[src/hdl/met_pkg.sv]
// ----------------------------------------------------------------------------
// Mandelbrot escape-time package
// Word types, constants and helper functions shared by the core.
// ----------------------------------------------------------------------------
`timescale 1ns / 1ps

package met_pkg;

  localparam int FRAC_BITS_DEFAULT = 28;
  localparam int QUEUE_DEPTH       = 2;
  localparam int CNT_W             = 16;
  localparam int BAND_W            = 3;
  localparam int COORD_W           = 32;
  localparam int PROD_W            = 2 * COORD_W;
  localparam int SCALED_W          = CNT_W + 7;

  localparam logic [CNT_W-1:0] MAX_ITER_RESET = 16'd256;

  localparam logic [BAND_W-1:0] BAND_INSIDE = 3'd0;
  localparam logic [BAND_W-1:0] BAND_DIV8   = 3'd1;
  localparam logic [BAND_W-1:0] BAND_DIV10  = 3'd2;
  localparam logic [BAND_W-1:0] BAND_DIV20  = 3'd3;
  localparam logic [BAND_W-1:0] BAND_DIV40  = 3'd4;
  localparam logic [BAND_W-1:0] BAND_DIV100 = 3'd5;
  localparam logic [BAND_W-1:0] BAND_OUTER  = 3'd6;

  typedef struct packed {
    logic signed [COORD_W-1:0] c_real;
    logic signed [COORD_W-1:0] c_imag;
  } point_t;

  typedef struct packed {
    logic [CNT_W-1:0]  iteration_count;
    logic [BAND_W-1:0] color_band;
  } result_t;

  typedef struct packed {
    point_t           pt;
    logic [CNT_W-1:0] lim;
    logic             zero_lim;
  } job_t;

  function automatic logic signed [COORD_W-1:0] sat32(input logic signed [PROD_W-1:0] v);
    logic signed [PROD_W-1:0] hi;
    logic signed [PROD_W-1:0] lo;
    hi = PROD_W'(signed'({1'b0, {(COORD_W-1){1'b1}}}));
    lo = -hi - PROD_W'(1);
    if (v > hi) begin
      return hi[COORD_W-1:0];
    end else if (v < lo) begin
      return lo[COORD_W-1:0];
    end
    return v[COORD_W-1:0];
  endfunction

  function automatic logic [BAND_W-1:0] color_of(input logic [CNT_W-1:0] cnt,
                                                 input logic [CNT_W-1:0] lim);
    logic [SCALED_W-1:0] c;
    logic [SCALED_W-1:0] l;
    c = SCALED_W'(cnt);
    l = SCALED_W'(lim);
    if (cnt >= lim) begin
      return BAND_INSIDE;
    end else if (c * SCALED_W'(8) > l) begin
      return BAND_DIV8;
    end else if (c * SCALED_W'(10) > l) begin
      return BAND_DIV10;
    end else if (c * SCALED_W'(20) > l) begin
      return BAND_DIV20;
    end else if (c * SCALED_W'(40) > l) begin
      return BAND_DIV40;
    end else if (c * SCALED_W'(100) > l) begin
      return BAND_DIV100;
    end
    return BAND_OUTER;
  endfunction

endpackage

[src/hdl/met_front.sv]
// ----------------------------------------------------------------------------
// Mandelbrot escape-time front end
// Accepts points, tags each with the current limit and queues it.
// ----------------------------------------------------------------------------
`timescale 1ns / 1ps

module met_front (
  input  logic                  clk,
  input  logic                  rst,
  input  logic                  pt_valid,
  output logic                  pt_stall,
  input  met_pkg::point_t       pt,
  input  logic [15:0]           lim,
  output logic                  job_valid,
  input  logic                  job_pop,
  output met_pkg::job_t         job
);
  import met_pkg::*;

  localparam int PTR_W  = (QUEUE_DEPTH > 1) ? $clog2(QUEUE_DEPTH) : 1;
  localparam int FILL_W = $clog2(QUEUE_DEPTH + 1);

  job_t              mem [QUEUE_DEPTH];
  logic [PTR_W-1:0]  wr_ptr;
  logic [PTR_W-1:0]  rd_ptr;
  logic [FILL_W-1:0] fill;
  logic              push;
  logic              pop;

  assign pt_stall  = (fill == FILL_W'(QUEUE_DEPTH));
  assign push      = pt_valid && !pt_stall;
  assign job_valid = (fill != '0);
  assign pop       = job_pop && job_valid;
  assign job       = mem[rd_ptr];

  always_ff @(posedge clk) begin
    if (push) begin
      mem[wr_ptr] <= '{pt: pt, lim: lim, zero_lim: (lim == '0)};
    end
  end

  always_ff @(posedge clk) begin
    if (rst) begin
      wr_ptr <= '0;
      rd_ptr <= '0;
      fill   <= '0;
    end else begin
      if (push) begin
        wr_ptr <= (wr_ptr == PTR_W'(QUEUE_DEPTH - 1)) ? '0 : wr_ptr + PTR_W'(1);
      end
      if (pop) begin
        rd_ptr <= (rd_ptr == PTR_W'(QUEUE_DEPTH - 1)) ? '0 : rd_ptr + PTR_W'(1);
      end
      if (push && !pop) begin
        fill <= fill + FILL_W'(1);
      end else if (pop && !push) begin
        fill <= fill - FILL_W'(1);
      end
    end
  end

endmodule

[config.mk]
export PLATFORM = sky130hd
export DESIGN_NAME = met_front
export DESIGN_NICKNAME = d
export VERILOG_FILES = /design/src/hdl/met_pkg.sv /design/src/hdl/met_front.sv
export SDC_FILE = /design/constraint.sdc
export NUM_CORES = 1
export LEC_CHECK = 0
export CAP_MARGIN = 20
export CORE_ASPECT_RATIO = 0.75
export CORE_MARGIN = 5
export CORE_UTILIZATION = 30
export DETAILED_ROUTE_END_ITERATION = 7
export DONT_BUFFER_PORTS = 1
export GPL_TIMING_DRIVEN = 0
export SLEW_MARGIN = 10
export SYNTH_ARGS = -nofsm -noshare
export SYNTH_HDL_FRONTEND = slang
export SYNTH_SLANG_ARGS = --single-unit
[constraint.sdc]
create_clock -name clk -period 4.65 [get_ports clk]
set_clock_uncertainty 0.2 [all_clocks]
set_input_delay 0.93 -clock clk [delete_from_list [all_inputs] [get_ports clk]]
set_output_delay 0.93 -clock clk [all_outputs]
set_load 0.01 [all_outputs]
* Yosys cells after proc, flatten, opt, wreduce, memory -nomap -nowiden
Memory sizes are Yosys's and may differ from the RTL's. A register that Yosys moved wholly into a read port is not among the register bits. Cells that the tools add are included.
Operators by class: multiplexer cells 8, reduce and logical (&&, ||, !) cells 10, eq/ne operators 1, $add $sub $neg 4
Operators by type and width (count):
- $logic_not 16->1 | 1
- $mux 1 | 6
- $logic_and 1x1->1 | 4
- $mux 2 | 2
- $reduce_bool 2->1 | 2
- $logic_not 1->1 | 3
- $add 1x1->1 const B | 2
- $add 2x1->2 const B | 1
- $eq 2x2->1 const B | 1
- $sub 2x1->2 const B | 1
Storage, ports and cells: bits in writable memories 162, input bits 84, register bits 4, word-level logic and storage cells 27, memories 1, output and inout bits 83
Memory list:
- mem | words 2, width 81, read ports 1, clocked after Yosys merged registers in 1, write ports 1, RTL line met_front.sv:23 | job_t mem [QUEUE_DEPTH];

* Logic depth before layout (Yosys ltp)
Gate-level depths: netlist of the first run.
depth in word-level cells 7, depth in mapped cells 6, gate-level depth less buffers 6

* Least setup slack after synthesis of the first run
OpenSTA, ideal clock, no wires.
path kind input -> register, from in pt_valid, to mem mem[1][0] (netlist bit), enable pin, arrival 3.008 ns, library setup time 0.449 ns, data required time 4.001 ns, cell stages on the path 3, slack 0.993 ns, path buffers 0, cells stage by stage inv_1 > nor2_1 > and2_1
On the way: longest elaborated chain between the ends 3
RTL lines:
- start: declaration | RTL line met_front.sv:10 | input logic pt_valid,
- $logic_and 1x1->1 | RTL line met_front.sv:31 | assign push = pt_valid && !pt_stall;
- via push | RTL line met_front.sv:27 | logic push;
- $mux 1 | RTL line met_front.sv:37 | if (push) begin
- $mux 1 (implied by the code) | RTL line met_front.sv:38 | mem[wr_ptr] <= '{pt: pt, lim: lim, zero_lim: (lim == '0)};
- end: declaration | RTL line met_front.sv:23
The timed path passes the listed nets, and every way through them passes these cells.

==> results of run 1 <==
## metal layers
metal | up-vias | GRT usage (%)
met5 | - | 0
met4 | 0 | 3.40
met3 | 10 | 6.67
met2 | 96 | 15.4
met1 | 1272 | 10.2
li1 | 1157 | -
## cells by family (layout without fill, tap and decap cells)
family / count (synthesis) / count (layout)
compound gates: 5 / 5
xor+xnor: 3 / 3
fa+ha+maj: 1 / 1
buf+inv: 11 / 45
flops: 167 / 167
mux: 81 / 81
simple gates: 14 / 14
## power groups by stage
stage / Combinational (mW) / Clock [mW] / Sequential [mW]
floorplan: 0.654 / 0 / 1.97
global placement: 0.820 / 0 / 1.99
detailed placement: 0.859 / 0 / 1.97
CTS: 0.863 / 1.35 / 1.94
global route: 0.892 / 1.42 / 1.95
finish: 0.827 / 1.30 / 1.94
## area by class of cell
cell class | count | area (um2) | share of cell area, %
tap | 258 | 323 | 4.59
buffer | 9 | 65.1 | 0.925
timing repair buffer | 2 | 55.1 | 0.783
clock inverter | 14 | 126 | 1.80
multi-input combinational | 104 | 1060 | 15.1
inverter | 2 | 10.0 | 0.142
clock buffer | 18 | 429 | 6.10
sequential | 167 | 4960 | 70.6
## cell usage in the layout (no fill, tap or decap), types with 2 or more instances in the layout
cell type	synthesis	layout
edfxtp_1	162	162
mux2_2	81	81
clkbuf_16	0	17
buf_4	8	8
dfxtp_1	5	5
nor2_1	4	4
nor4_1	4	4
clkinvlp_4	0	4
o21ai_0	3	3
xor2_1	3	3
inv_6	0	3
clkinv_4	0	3
or3_1	2	2
a21oi_1	2	2
clkinv_2	0	2
buf_16	0	2
## critical path, stage by stage, from the launching register on
cell and delay (ns):
dfxtp_1 0.30, buf_2 0.30, buf_4 0.26, mux2_2 0.41
## flip-flops by register name, indices dropped and copies added, names as in the netlist, named ones only
name and cells:
fill 2, mem 162, rd_ptr 1, wr_ptr 1
## cells in the mapped netlist
cell | count | area [um2]
or2_2 | 1 | 6.26
buf_4 | 8 | 60.1
ha_1 | 1 | 12.5
nor4_1 | 4 | 25.0
a21oi_1 | 2 | 10.0
or3_1 | 2 | 12.5
mux2_2 | 81 | 912
nor2_1 | 4 | 15.0
and4_1 | 1 | 8.76
xor2_1 | 3 | 26.3
nor2b_2 | 1 | 8.76
edfxtp_1 | 162 | 4860
and2_1 | 1 | 6.26
buf_2 | 1 | 5.00
inv_1 | 2 | 7.51
dfxtp_1 | 5 | 100
o21ai_0 | 3 | 15.0
## how the worst min path moves through the flow
stage	to	startpoint	cells past startpoint	slack, ns
floorplan	wr_ptr$_SDFFE_PP0P_	wr_ptr$_SDFFE_PP0P_	2	0.25
global placement	wr_ptr$_SDFFE_PP0P_	wr_ptr$_SDFFE_PP0P_	2	0.27
detailed placement	flip-flop	rd_ptr$_SDFFE_PP0P_	2	0.29
CTS	flip-flop	rd_ptr$_SDFFE_PP0P_	2	0.31
global route	wr_ptr$_SDFFE_PP0P_	wr_ptr$_SDFFE_PP0P_	2	0.32
finish	flip-flop	rd_ptr$_SDFFE_PP0P_	2	0.31
==> results.yml, run 1 <==
pwr:
  p_seq_share_pct: 47.6
  swShare_pct: 27.2
  cellInternalPower_mw: 2.96
  vdd_drop_max_mv: 0.269
  power_density_mw_per_mm2: 578
  p_leak_nw: 2.25
  netSwitchingPower_mw: 1.11
  power_frac_comb_pct: 20.3
  pwr-share-clk_pct: 32.1
  p_total_mw: 4.07
timing:
  finalWorstPathRequiredPeriod_ns: 2.81
  fin_ws_ns: 1.84
  grt_setup_unrepaired: "false"
  hold_violations: 0
  timing.final.setup_violations: 0
  fin_hold_ws_ns: 0.306
  tightest_slew_ns: 0.539
  fin_setup_tns_ns: 0
  fmax_mhz: 356
  post-route-period-util_pct: 60.4
  maxSlewHeadroom_pct: 64.1
  drv_slew: 0
synthesis:
  synthAdderAreaFrac_pct: 0.205
  synthMuxAreaShare_pct: 15.0
  ys_seq_area_share_pct: 81.4
  syn_inst: 282
  synth.cell_area_mm2: 0.00610
  synth_simple_gate_area_share_pct: 1.35
  synth_nets: 367
  synth_compound_area_share_pct: 0.411
  synthXorXnorAreaFrac_pct: 0.431
  ys_types: 17
  yosysWarnings: 0
  synth_top_family_by_area: "multiplexers"
  syn_avg_cell_area_um2: 21.6
  synth-seq-cells: 167
drt:
  wire_per_inst_um: 19.7
  drtAntennaViolNets: 0
  drtIter0Drc: 97
  vias_per_cell: 4.42
  drt-pass1-iter-count: 4
  vias: 2535
  dr.max_layer_used: "met4"
  drcViolationCount: 0
  wl_met2_um: 5590
  wl_met1_um: 4200
  routed_wl_um: 11300
  dr_wl_met3_um: 1410
grt:
  grt_max_degree: 47
  grt_pass1_vias: 2794
  overflow: 0
  track_usage_pct: 9.68
  antenna_found_initial: 0
  grt_pass1_wl_um: 16900
critical_path:
  r2r_start: "fill[0]$_SDFFE_PP0P_"
  cp-endpoint: "job[8]"
  path_max_fanout: 10
  reg2reg_slack_ns: 2.45
  r2r_end: "mem[0][77]$_DFFE_PP_"
  arrival_ns: 1.68
  end_kind: "output port"
  critical_path_class: "reg2out"
  critPathLaunchType: "flip-flop"
  required_ns: 3.52
  reg2reg_depth: 4
cells_and_area:
  fin_cells: 574
  stdcell_area_mm2: 0.00703
  post-route-util_pct: 35.0
  nets: 388
  antenna_cells: 0
  areaGrowthSynthToFinish_pct: 15.4
  nFillCells: 1851
  drive_gt1_share_pct: 39.9
clock_network:
  numClockSinks: 167
  cts_setup_buffers: 0
  h-tree-depth: 4
  worstSkewPairLatency_ns: 0.41
  root_buffer: "clkbuf_16"
  cts_tree: "yes"
  cts_buffers: 17
  clkTransAtPathRegs_ns: 0.06
  ctsHoldBuffers: 0
  clock_path_buffers: 2
  post_cts_resized: 0
die:
  die_w_um: 175
  rows: 45
  die_h_um: 133
  ios: 167
  initial_core_util_pct: 30.3
  core_mm2: 0.0201
  dieArea_mm2: 0.0233
placed_design:
  numPortBuffers: 0
  dpl-instance-area_mm2: 0.00648
  place_worst_setup_slack_ns: 1.97
  place.gp.congestion: 0.676
  placed_cells: 542
  hpwl_um: 8040
flow_run:
  maxCapViolCount: 0
worst_hold_path:
  hold_class: "reg2reg"
status:
  outcome: "complete, no violations"
Power figures use the tool's default switching activity.
==> run 2, diff against run 1 <==
==> constraint.sdc (replaced) <==
create_clock -name clk -period 2.7 [get_ports clk]
set_clock_uncertainty 0.2 [all_clocks]
set_input_delay 0.54 -clock clk [delete_from_list [all_inputs] [get_ports clk]]
set_output_delay 0.54 -clock clk [all_outputs]
set_load 0.01 [all_outputs]
==> run 2 against run 1 <==
Sequential power rose by 72%. Highest routed layer is now met5. Sequential share of layout area down 7.1 points. Wire length grew 6.6%. Global-route usage grew 0.73 points.
==> results.yml, run 2 (synthesized netlist as in run 1, its figures left out) <==
cells_and_area:
  nets: 470
  top_register: "mem"
  antenna_cells: 0
  drive_gt1_share_pct: 30.2
  final_common_cell: "edfxtp_1"
  stdcell_area_mm2: 0.00783
  areaGrowthSynthToFinish_pct: 28.4
  largest_reg_flops: 162
  post-route-util_pct: 38.9
  layout_common_cells: "162 x edfxtp_1, 81 x mux2_2, 81 x dlygate4sd3_1"
  largestRegisters: "mem (162), fill (2)"
  fin_cells: 655
clock_network:
  worstSkewPairLatency_ns: 0.41
  cts_tree: "yes"
  clock_path_buffers: 2
  numClockSinks: 167
  cts_buffers: 17
  h-tree-depth: 4
  clkTransAtPathRegs_ns: 0.06
  cts_setup_buffers: 0
  root_buffer: "clkbuf_16"
drt:
  routed_wl_um: 12100
  drtIter0Drc: 114
  drt-pass1-iter-count: 4
  vias_per_cell: 4.40
  drtAntennaViolNets: 0
  vias: 2881
  wire_per_inst_um: 18.4
  drcViolationCount: 0
timing:
  drv_slew: 0
  fin_hold_ws_ns: 0.243
  timing.final.setup_violations: 0
  grt_setup_unrepaired: "false"
  tightest_slew_ns: 0.609
  hold_violations: 0
  maxSlewHeadroom_pct: 59.3
  fmax_mhz: 411
  post-route-period-util_pct: 90.1
  finalWorstPathRequiredPeriod_ns: 2.43
critical_path:
  path_max_fanout: 33
  cp_common_cell: "buf_12"
  crit_slowest_cell: "clkinvlp_4"
  end_kind: "flip-flop"
  critical_path_class: "reg2reg"
  path_cells: "nor2b_2, or3_1, clkinvlp_4, buf_12, buf_12"
  critPathLaunchType: "flip-flop"
  required_ns: 2.65
  arrival_ns: 2.39
  reg2reg_slack_ns: 0.27
  slowest_delay_ns: 0.51
placed_design:
  placed_cells: 543
  numPortBuffers: 0
  dpl-instance-area_mm2: 0.00649
  hpwl_um: 8040
  place.gp.congestion: 0.697
worst_hold_path:
  hold_class: "in2reg"
die:
  core_mm2: 0.0201
  initial_core_util_pct: 30.3
  ios: 167
  rows: 45
  die_h_um: 133
  dieArea_mm2: 0.0233
  die_w_um: 175
grt:
  overflow: 0
  grt_max_degree: 59
  grt_pass1_vias: 3214
  grt_pass1_wl_um: 18300
  track_usage_pct: 10.4
  antenna_found_initial: 1
status:
  outcome: "complete, no violations"
pwr:
  p_total_mw: 7.06
  p_leak_nw: 2.57
  power_density_mw_per_mm2: 903
  vdd_drop_max_mv: 0.385
flow_run:
  maxCapViolCount: 0
-- run 2: changes by cell type in the layout (fill, tap and decap cells not counted) --
cell,delta
clkbuf_1,+3
clkinv_1,+3
inv_6,-3
clkinv_2,-1
inv_4,-1
clkinv_4,-1
buf_12,+2
dlygate4sd3_1,+81
buf_16,-1
clkinvlp_4,-1
-- run 2: stage by stage --
step	setup TNS, ns	setup WS, ns
after CTS	0	0.196
after detailed placement	0	0.176
after global placement	-62.35	-0.571
after global routing	0	0.0795
final	0	0.267
after floorplan	0	0.175
-- run 2: final timing paths --
| path | to | cells past startpoint | from |
|---|---|---|---|
| worst max-delay path | mem[0][59]$_DFFE_PP_ | 5 | fill[1]$_SDFFE_PP0P_ |
| worst min-delay path | wr_ptr$_SDFFE_PP0P_ | 3 | pt_valid |
| worst max register to register | mem[0][59]$_DFFE_PP_ | 5 | fill[1]$_SDFFE_PP0P_ |
| worst min register to register | fill[1]$_SDFFE_PP0P_ | 2 | fill[1]$_SDFFE_PP0P_ |
-- run 2: critical path: cells and delay by family, from the launching register on --
kind	cells	cell delay, ns
buffers and inverters	3	1.09
AND/OR/NAND/NOR	2	0.49
flip-flops	1	0.37
-- run 2: metal layers --
metal	wire length (um)	global-route usage (%)	share of wire, %	up-vias
met5	12	0	0.099	-
met4	224	4.88	1.9	2
met3	1040	4.94	8.6	17
met2	6030	17.4	50	116
met1	4760	11.2	39	1426
li1	-	-	-	1320
-- run 2: layout make-up --
class,instances,area (um2)
fill,1832,12300
sequential,167,4960
multi-input combinational,104,1060
timing repair buffer,84,878
clock buffer,21,440
tap,258,323
clock inverter,10,82.6
buffer,9,65.1
inverter,2,11.3
-- run 2: what timing repair did --
action / CTS / global route
setup endpoints to repair: 0 / 0
endpoints found under the hold margin: 165 / 0
hold buffers: 81 / 0
resized for setup: 0 / 0
-- run 2: report_power, final --
group	switching (mW)	internal, mW	leakage [nW]	total, mW
registers	0.0804	3.25	1.55	3.33
logic	0.892	0.657	0.773	1.55
clock network	0.929	1.25	0.247	2.18
==> run 3, diff against run 2 <==
--- a/config.mk
+++ b/config.mk
@@ -8,10 +8,11 @@
 export CAP_MARGIN = 20
 export CORE_ASPECT_RATIO = 0.75
 export CORE_MARGIN = 5
-export CORE_UTILIZATION = 30
+export CORE_UTILIZATION = 55
 export DETAILED_ROUTE_END_ITERATION = 7
 export DONT_BUFFER_PORTS = 1
 export GPL_TIMING_DRIVEN = 0
+export PLACE_DENSITY = 0.7
 export SLEW_MARGIN = 10
 export SYNTH_ARGS = -nofsm -noshare
 export SYNTH_HDL_FRONTEND = slang
==> run 3 against run 2 <==
Wire length decreased by 7.1%. Critical path depth down 2. Critical path type is now reg2out. Power grew 1.5%. Clock-buffer cell count fell by 3. Global-route usage rose by 5.5 points. Core utilization increased by 30 points.
==> results.yml, run 3 (synthesized netlist as in run 1, its figures left out) <==
clock_network:
  root_buffer: "clkbuf_16"
  cts_tree: "yes"
  cts_buffers: 17
  clock_path_buffers: 2
  numClockSinks: 167
  worstSkewPairLatency_ns: 0.41
  h-tree-depth: 4
  ctsHoldBuffers: 1
  clkTransAtPathRegs_ns: 0.06
  post_cts_resized: 0
  cts_setup_buffers: 0
cells_and_area:
  stdcell_area_mm2: 0.00752
  fin_cells: 517
  final_common_cell: "edfxtp_1"
  nets: 449
  post-route-util_pct: 69.0
  top_register: "mem"
  drive_gt1_share_pct: 33.4
  largestRegisters: "mem (162), fill (2)"
  largest_reg_flops: 162
  areaGrowthSynthToFinish_pct: 23.4
  antenna_cells: 0
  layout_common_cells: "162 x edfxtp_1, 81 x mux2_2, 60 x dlygate4sd3_1"
pwr:
  p_total_mw: 7.17
  vdd_drop_max_mv: 0.610
  power_density_mw_per_mm2: 953
  p_leak_nw: 2.51
timing:
  post-route-period-util_pct: 87.9
  hold_violations: 0
  fmax_mhz: 421
  drv_slew: 0
  tightest_slew_ns: 0.526
  timing.final.setup_violations: 0
  finalWorstPathRequiredPeriod_ns: 2.37
  fin_ws_ns: 0.326
  grt_setup_unrepaired: "false"
  maxSlewHeadroom_pct: 64.9
placed_design:
  numPortBuffers: 0
  placed_cells: 425
  dpl-instance-area_mm2: 0.00634
  place.gp.congestion: 0.703
  place_worst_setup_slack_ns: 0.541
  hpwl_um: 6960
critical_path:
  reg2reg_slack_ns: 0.58
  path_cells: "buf_2, buf_4, mux2_2"
  r2r_start: "fill[1]$_SDFFE_PP0P_"
  crit_slowest_cell: "mux2_2"
  timing.critical_path.buf_inv: 2
  arrival_ns: 1.63
  crit_family: "buffers and inverters"
  end_kind: "output port"
  path_max_fanout: 10
  r2r_end: "mem[1][50]$_DFFE_PP_"
  critical_path_class: "reg2out"
  required_ns: 1.96
  reg2reg_depth: 4
  critPathLaunchType: "flip-flop"
  slowest_delay_ns: 0.41
status:
  outcome: "complete, no violations"
drt:
  drt-pass1-iter-count: 6
  wire_per_inst_um: 21.7
  drcViolationCount: 0
  drtAntennaViolNets: 0
  drtIter0Drc: 137
  vias_per_cell: 5.50
  routed_wl_um: 11200
  vias: 2843
die:
  die_w_um: 132
  initial_core_util_pct: 55.9
  ios: 167
  dieArea_mm2: 0.0133
  rows: 33
  die_h_um: 101
  core_mm2: 0.0109
worst_hold_path:
  min_path_cells: 0
  min_to: "mem[0][45]$_DFFE_PP_"
  holdCritStartpoint: "pt[28]"
  hold_class: "in2reg"
grt:
  overflow: 0
  grt_pass1_wl_um: 15700
  antenna_found_initial: 0
  grt_max_degree: 47
  grt_pass1_vias: 2811
  track_usage_pct: 15.9
flow_run:
  maxCapViolCount: 0
## run 3: cell types whose count changed in the layout (fill, tap and decap cells not counted)
cell	change
dlygate4sd3_1	-21
clkbuf_1	-3
clkinvlp_4	+1
bufinv_16	+1
clkinv_1	-2
inv_6	+4
## run 3: worst max path at each step
stage	startpoint	to	slack (ns)	depth (start not counted)
global route	flip-flop	job[51]	0.23	3
finish	flip-flop	job[51]	0.33	3
floorplan	pt_valid	mem[0][0]$_DFFE_PP_	0.18	3
CTS	flip-flop	job[52]	0.25	3
global placement	fill[1]$_SDFFE_PP0P_	mem[0][27]$_DFFE_PP_	-0.56	3
detailed placement	pt_valid	mem[1][23]$_DFFE_PP_	0.54	4
## run 3: routing by layer
layer	track usage (%)	share of wire, %	vias up
met5	0	0	-
met4	4.98	0.62	0
met3	10.2	9.9	7
met2	25.0	49	125
met1	18.2	41	1424
li1	-	-	1287
## run 3: final cells by class
class	count	area (um2)
flip-flops and latches	167	4960
fillers	681	3380
multi-input cells	104	1060
repair buffers	63	668
clock buffers	18	429
well taps	140	175
clock inverters	14	148
plain buffers	9	65.1
inverters	2	11.3
## run 3: report_power, final
group | switching, mW | internal, mW | total, mW
Clock | 0.948 | 1.37 | 2.32
Sequential | 0.0822 | 3.25 | 3.34
Combinational | 0.883 | 0.636 | 1.52
Total | 1.91 | 5.26 | 7.17
## run 3: through the flow
stage / hold slack [ns] / setup TNS (ns)
after CTS: 0.00243 / 0
final: 0.0257 / 0
after global placement: 0.262 / -60.73
after global routing: -0.0000565 / 0
after floorplan: 0.252 / 0
after detailed placement: 0.283 / 0
